<file path="src/rtl/core/kje_pkg.sv">
`timescale 1ns / 1ps
package kje_pkg;

  localparam int ROW_W      = 10;
  localparam int COL_W      = 4;
  localparam int NIDX_W     = 11;
  localparam int ENTRY_W    = 11;
  localparam int WEIGHT_W   = 17;
  localparam int FRAC_W     = 16;
  localparam int CFG_N_W    = 11;
  localparam int CFG_K_W    = 5;
  localparam int CFG_IDX_W  = 2;
  localparam int CFG_DATA_W = 11;

  localparam logic [CFG_IDX_W-1:0] REG_ROWS = 2'd0;
  localparam logic [CFG_IDX_W-1:0] REG_COLS = 2'd1;
  localparam logic [CFG_IDX_W-1:0] REG_SELF = 2'd2;

  localparam logic [CFG_N_W-1:0] ROWS_RESET = 11'd1024;
  localparam logic [CFG_K_W-1:0] COLS_RESET = 5'd16;

  typedef enum logic [0:0] {
    OP_WRITE = 1'b0,
    OP_QUERY = 1'b1
  } opcode_t;

  typedef enum logic [0:0] {
    KIND_ACK    = 1'b0,
    KIND_WEIGHT = 1'b1
  } kind_t;

  typedef struct packed {
    opcode_t             opcode;
    logic [ROW_W-1:0]    row;
    logic [COL_W-1:0]    column;
    logic [NIDX_W-1:0]   neighbour_index;
    logic                is_padding;
  } command_t;

  typedef struct packed {
    kind_t               kind;
    logic                error;
    logic [COL_W-1:0]    result_column;
    logic [WEIGHT_W-1:0] weight;
    logic                weight_valid;
    logic                last;
  } result_t;

  typedef enum logic [3:0] {
    ST_IDLE,
    ST_DECODE,
    ST_SCAN_A,
    ST_DRAIN_A,
    ST_COL,
    ST_SCAN_B,
    ST_DRAIN_B,
    ST_DIV_LOAD,
    ST_DIVIDE,
    ST_EMIT,
    ST_BLANK
  } state_t;

  typedef struct packed {
    logic latch;
    logic do_write;
    logic emit_ack;
    logic col_clear;
    logic scan_a_init;
    logic scan_b_init;
    logic rd_issue;
    logic div_start;
    logic div_step;
    logic emit;
    logic col_next;
  } ctl_cmd_t;

  typedef struct packed {
    logic is_write;
    logic row_bad;
    logic cnt_last;
    logic col_last;
    logic col_skip;
    logic div_last;
  } ctl_stat_t;

endpackage

</file>
<file path="src/rtl/core/kje_ctrl.sv">
`timescale 1ns / 1ps
module kje_ctrl import kje_pkg::*; (
  input  logic      clk,
  input  logic      rst,
  input  logic      start,
  input  ctl_stat_t stat,
  output ctl_cmd_t  cmd,
  output logic      busy
);

  state_t state, state_next;

  always_ff @(posedge clk) begin
    if (rst) state <= ST_IDLE;
    else     state <= state_next;
  end

  always_comb begin
    state_next = state;
    cmd        = '0;
    busy       = 1'b1;
    case (state)
      ST_IDLE: begin
        busy = 1'b0;
        if (start) begin
          cmd.latch  = 1'b1;
          state_next = ST_DECODE;
        end
      end
      ST_DECODE: begin
        cmd.col_clear = 1'b1;
        if (stat.is_write) begin
          cmd.do_write = 1'b1;
          cmd.emit_ack = 1'b1;
          state_next   = ST_IDLE;
        end else if (stat.row_bad) begin
          state_next = ST_BLANK;
        end else begin
          cmd.scan_a_init = 1'b1;
          state_next      = ST_SCAN_A;
        end
      end
      ST_SCAN_A: begin
        cmd.rd_issue = 1'b1;
        if (stat.cnt_last) state_next = ST_DRAIN_A;
      end
      ST_DRAIN_A: state_next = ST_COL;
      ST_COL: begin
        if (stat.col_skip) begin
          cmd.emit     = 1'b1;
          cmd.col_next = 1'b1;
          state_next   = stat.col_last ? ST_IDLE : ST_COL;
        end else begin
          cmd.scan_b_init = 1'b1;
          state_next      = ST_SCAN_B;
        end
      end
      ST_SCAN_B: begin
        cmd.rd_issue = 1'b1;
        if (stat.cnt_last) state_next = ST_DRAIN_B;
      end
      ST_DRAIN_B: state_next = ST_DIV_LOAD;
      ST_DIV_LOAD: begin
        cmd.div_start = 1'b1;
        state_next    = ST_DIVIDE;
      end
      ST_DIVIDE: begin
        cmd.div_step = 1'b1;
        if (stat.div_last) state_next = ST_EMIT;
      end
      ST_EMIT: begin
        cmd.emit     = 1'b1;
        cmd.col_next = 1'b1;
        state_next   = stat.col_last ? ST_IDLE : ST_COL;
      end
      ST_BLANK: begin
        cmd.emit     = 1'b1;
        cmd.col_next = 1'b1;
        state_next   = stat.col_last ? ST_IDLE : ST_BLANK;
      end
      default: state_next = ST_IDLE;
    endcase
  end

endmodule

</file>
<file path="config.mk">
export PLATFORM = sky130hd
export DESIGN_NAME = kje_ctrl
export DESIGN_NICKNAME = d
export VERILOG_FILES = /design/src/rtl/core/kje_pkg.sv /design/src/rtl/core/kje_ctrl.sv
export SDC_FILE = /design/constraint.sdc
export NUM_CORES = 1
export LEC_CHECK = 0
export BUFFER_PORTS_ARGS = -buffer_cell sky130_fd_sc_hd__buf_2
export CAP_MARGIN = 20
export CORE_AREA = 3 3 40 42
export CTS_CLUSTER_SIZE = 14
export DETAILED_ROUTE_END_ITERATION = 16
export DIE_AREA = 0 0 43 45
export GPL_TIMING_DRIVEN = 0
export HOLD_SLACK_MARGIN = 0.1
export SLEW_MARGIN = 30
export SYNTH_ARGS = -nofsm -noshare
export SYNTH_HDL_FRONTEND = slang
export SYNTH_SLANG_ARGS = --single-unit
</file>
<file path="constraint.sdc">
create_clock -name clk -period 2.7 [get_ports clk]
set_input_delay 0.27 -clock clk [delete_from_list [all_inputs] [get_ports clk]]
set_output_delay 0.27 -clock clk [all_outputs]
set_load 0.005 [all_outputs]
</file>
==> out/qor.csv <==
stage;metric;value;unit
setup_path;crit path to;cmd[1];
routing;drc violations;0;
sta;unrepaired setup endpoints after global routing;false;
clock_network;clock sinks;4;
setup_path;Reg2Reg Depth;5;
clock_network;CTS root buffer;clkbuf_4;
die;Die Height;45;um
sta;crit path time final;1.83;ns
cells_and_area;nets@finish;89;
sta;Max Slew Vio Count;0;
setup_path;CP Data Arrival Time;1.56;ns
clock_network;cts bufs inserted;3;
grt;first-pass GRT wire length;1670;um
cells_and_area;n_diodes;0;
cells_and_area;fillcell total;146;
die;Initial Util;32.4;%
routing;via count;462;
die;Die Width;43;um
place;I/O Buffers;20;
synthesis;distinct cell type count after synthesis;32;
setup_path;number of cells on the critical path;7;
clock_network;CTS H-tree lvls;1;
clock_network;Worst-Skew Late Latency;0.23;ns
place;DP Wirelength;801;um
clock_network;Post CTS Setup Buffer Count;0;
clock_network;post-CTS resize count;0;
routing;1st-iter DRT viols;3;
synthesis;area leader, netlist;dfxtp_1;
sta;Slew @ Worst Pin;0.333;ns
die;Rows;13;
setup_path;crit end category;output pin;
setup_path;slowest CP cell;dfxtp_1;
grt;vias in the first global route;393;
synthesis;Post-Synthesis Cells;55;
run;Max Cap Viol;0;
synthesis;Mapped Area;417;um2
sta;setup_tns;0;ns
routing;antenna violation net count after detailed routing;0;
sta;Final Hold Fails;0;
sta;final worst slack;0.866;ns
routing;per-cell routed wire length;10.5;um
grt;global route overflow;0;
setup_path;worst r2r src;state[3];
clock_network;clock-pin slew on the worst setup and hold paths;0.04;ns
clock_network;# hold bufs at CTS;0;
cells_and_area;Largest register FFs;4;
power_and_ir_drop;Leakage;0.284;nW
power_and_ir_drop;VDD IR max;0.320;mV
sta;final setup vio count;0;
synthesis;Yosys reg bits;4;
setup_path;CP Class;reg2out;
clock_network;CTS tree;done;
cells_and_area;Reg with most FFs;state;
sta;Tcrit/Tclk final;67.9;%
setup_path;WP buf/inv;4;
cells_and_area;Area Growth Syn to Fin;33.9;%
place;dpl ws;1.10;ns
setup_path;Setup crit start kind;flop;
run_status;status;completed;
setup_path;CP startpoint;state[2];
sta;Clock Skews;0.00155;ns
grt;largest net degree at the start of global routing;11;
synthesis;share of the synthesized area in the top cell type;19.2;%
clock_network;CTS max path bufs;2;
synthesis;syn avg cell area;7.58;um2
setup_path;delay-heaviest family, CP;buffers and inverters;
power_and_ir_drop;PD cells;905;nW/um2
min_path;hold crit path type;in2reg;
cells_and_area;layout cell share with drive strength beyond 1;38.5;%
setup_path;Crit path required time;2.43;ns
setup_path;critical path, cell by cell;buf_2, or2b_1, inv_1, a22oi_1, o22ai_1, buf_4, buf_2;
die;io pins;21;
setup_path;RR Endpoint;state[0];
synthesis;post-synth net total;64;
grt;initial antenna violation count;0;
cells_and_area;top flop regs;state x4;
routing;Detailed Route WL;980;um
setup_path;max incr delay on CP;0.33;ns
synthesis;sequential area share after synthesis;19.2;%
sta;Rel. slew slack;77.6;%
setup_path;CP most frequent cell;buf_2;
routing;1st-pass router iterations;2;
die;die area;1940;um2
synthesis;top cells by area, synth;dfxtp_1 19%, a21oi_1 6.0%, nor4bb_4 6.0%;
place;Placer Congestion;0.786;
sta;Fmax;0.545;GHz
routing;vias per cell;4.97;
synthesis;Yosys Warn Count;0;
setup_path;CP max FO;10;
setup_path;R2R setup slack;1.19;ns
grt;GRT Overall Usage;11.3;%
die;core area;1280;um2
synth_stat cells:
| cell | instances |
|---|---|
| a21boi_0 | 1 |
| a21oi_1 | 5 |
| a22oi_1 | 1 |
| a31oi_1 | 1 |
| and2_1 | 1 |
| and2b_1 | 1 |
| and3_1 | 2 |
| buf_2 | 3 |
| buf_4 | 2 |
| buf_6 | 1 |
| dfxtp_1 | 4 |
| inv_1 | 3 |
| mux2i_1 | 1 |
| nand2_1 | 3 |
| nand2b_1 | 2 |
| nand3b_1 | 2 |
| nor2_1 | 4 |
| nor2b_1 | 2 |
| nor3_1 | 2 |
| nor3b_1 | 1 |
| nor4bb_4 | 1 |
| o21a_1 | 1 |
| o21ai_0 | 2 |
| o22a_1 | 1 |
| o22ai_1 | 1 |
| o32a_1 | 1 |
| o32ai_1 | 1 |
| o41ai_1 | 1 |
| or2b_1 | 1 |
| or3_1 | 1 |
| or4b_1 | 1 |
| xnor2_1 | 1 |
worst reg2reg max path, cell delays in order (launching register included):
cell     delay (ns)
dfxtp_1        0.30
buf_6          0.13
nor2_1         0.23
a31oi_1        0.18
or4b_1         0.49
o41ai_1        0.08
routing by layer:
layer / vias to the layer above / track usage, % / part of all wire (%)
met5: - / 0 / 0
met4: 0 / 1.81 / 0
met3: 0 / 4.78 / 9.5
met2: 19 / 16.8 / 42
met1: 201 / 15.6 / 49
li1: 242 / - / -
cells by family (layout without fill, tap and decap cells):
group                     Yosys count  count (layout)  synth area share, %
and+or+nand+nor                    24              24                 38.1
xor gates and xnor gates            1               1                 2.10
DFF                                 4               4                 19.2
muxes                               1               1                 2.40
AOI/OAI and AO/OA                  16              16                 25.5
buffers and inverters               9              32                 12.6
layout by cell type (no fill, tap or decap):
cell type and n:
xnor2_1 1, a22oi_1 1, or3_1 1, o22ai_1 1, and2b_1 1, a21oi_1 5, nand3b_1 2, nor3_1 2
clkbuf_4 3, o32ai_1 1, nor2_1 4, mux2i_1 1, buf_6 1, nand2_1 3, nor3b_1 1, or4b_1 1
o21ai_0 2, o41ai_1 1, nor4bb_4 1, dfxtp_1 4, a31oi_1 1, o21a_1 1, nor2b_1 2, o32a_1 1
and2_1 1, buf_2 23, nand2b_1 2, o22a_1 1, inv_1 3, or2b_1 1, a21boi_0 1, and3_1 2
buf_4 2
worst min-delay path by stage:
| stage | from | endpoint | slack, ns | depth (start not counted) |
|---|---|---|---|---|
| 2_1_floorplan | rst | state[2] | 0.34 | 1 |
| 3_3_place_gp | rst | state[3] | 0.52 | 2 |
| 3_5_place_dp | rst | state[3] | 0.52 | 2 |
| 4_1_cts | rst | state[3] | 0.27 | 2 |
| 5_1_grt | rst | state[3] | 0.30 | 2 |
| 6_report | rst | state[3] | 0.28 | 2 |
per-stage QoR:
stage | power (mW) | cell area [um2] | cells | utilization (%) | hold WS [ns]
after CTS | 0.512 | 558 | 93 | 43.4 | 0.271
after floorplan | 0.336 | 417 | 55 | - | 0.339
after global placement | 0.436 | 536 | 90 | 41.7 | 0.518
after global routing | 0.559 | 558 | 93 | 43.4 | 0.300
final | 0.505 | 558 | 93 | 43.4 | 0.276
after detailed placement | 0.437 | 536 | 90 | 41.7 | 0.518
power by group:
group | internal, mW | switching (mW)
Combinational | 0.166 | 0.175
Clock | 0.0496 | 0.0220
Sequential | 0.0801 | 0.0126
area by class of cell:
| class | count | area [um2] | area share (%) |
|---|---|---|---|
| plain buffers | 6 | 41.3 | 7.40 |
| clock buffers | 3 | 22.5 | 4.04 |
| inverters | 3 | 11.3 | 2.02 |
| multi-input cells | 42 | 284 | 50.9 |
| flip-flops and latches | 4 | 80.1 | 14.3 |
| well taps | 15 | 18.8 | 3.36 |
| repair buffers | 20 | 100 | 17.9 |
No activity file was read; power rests on OpenSTA's default activity.
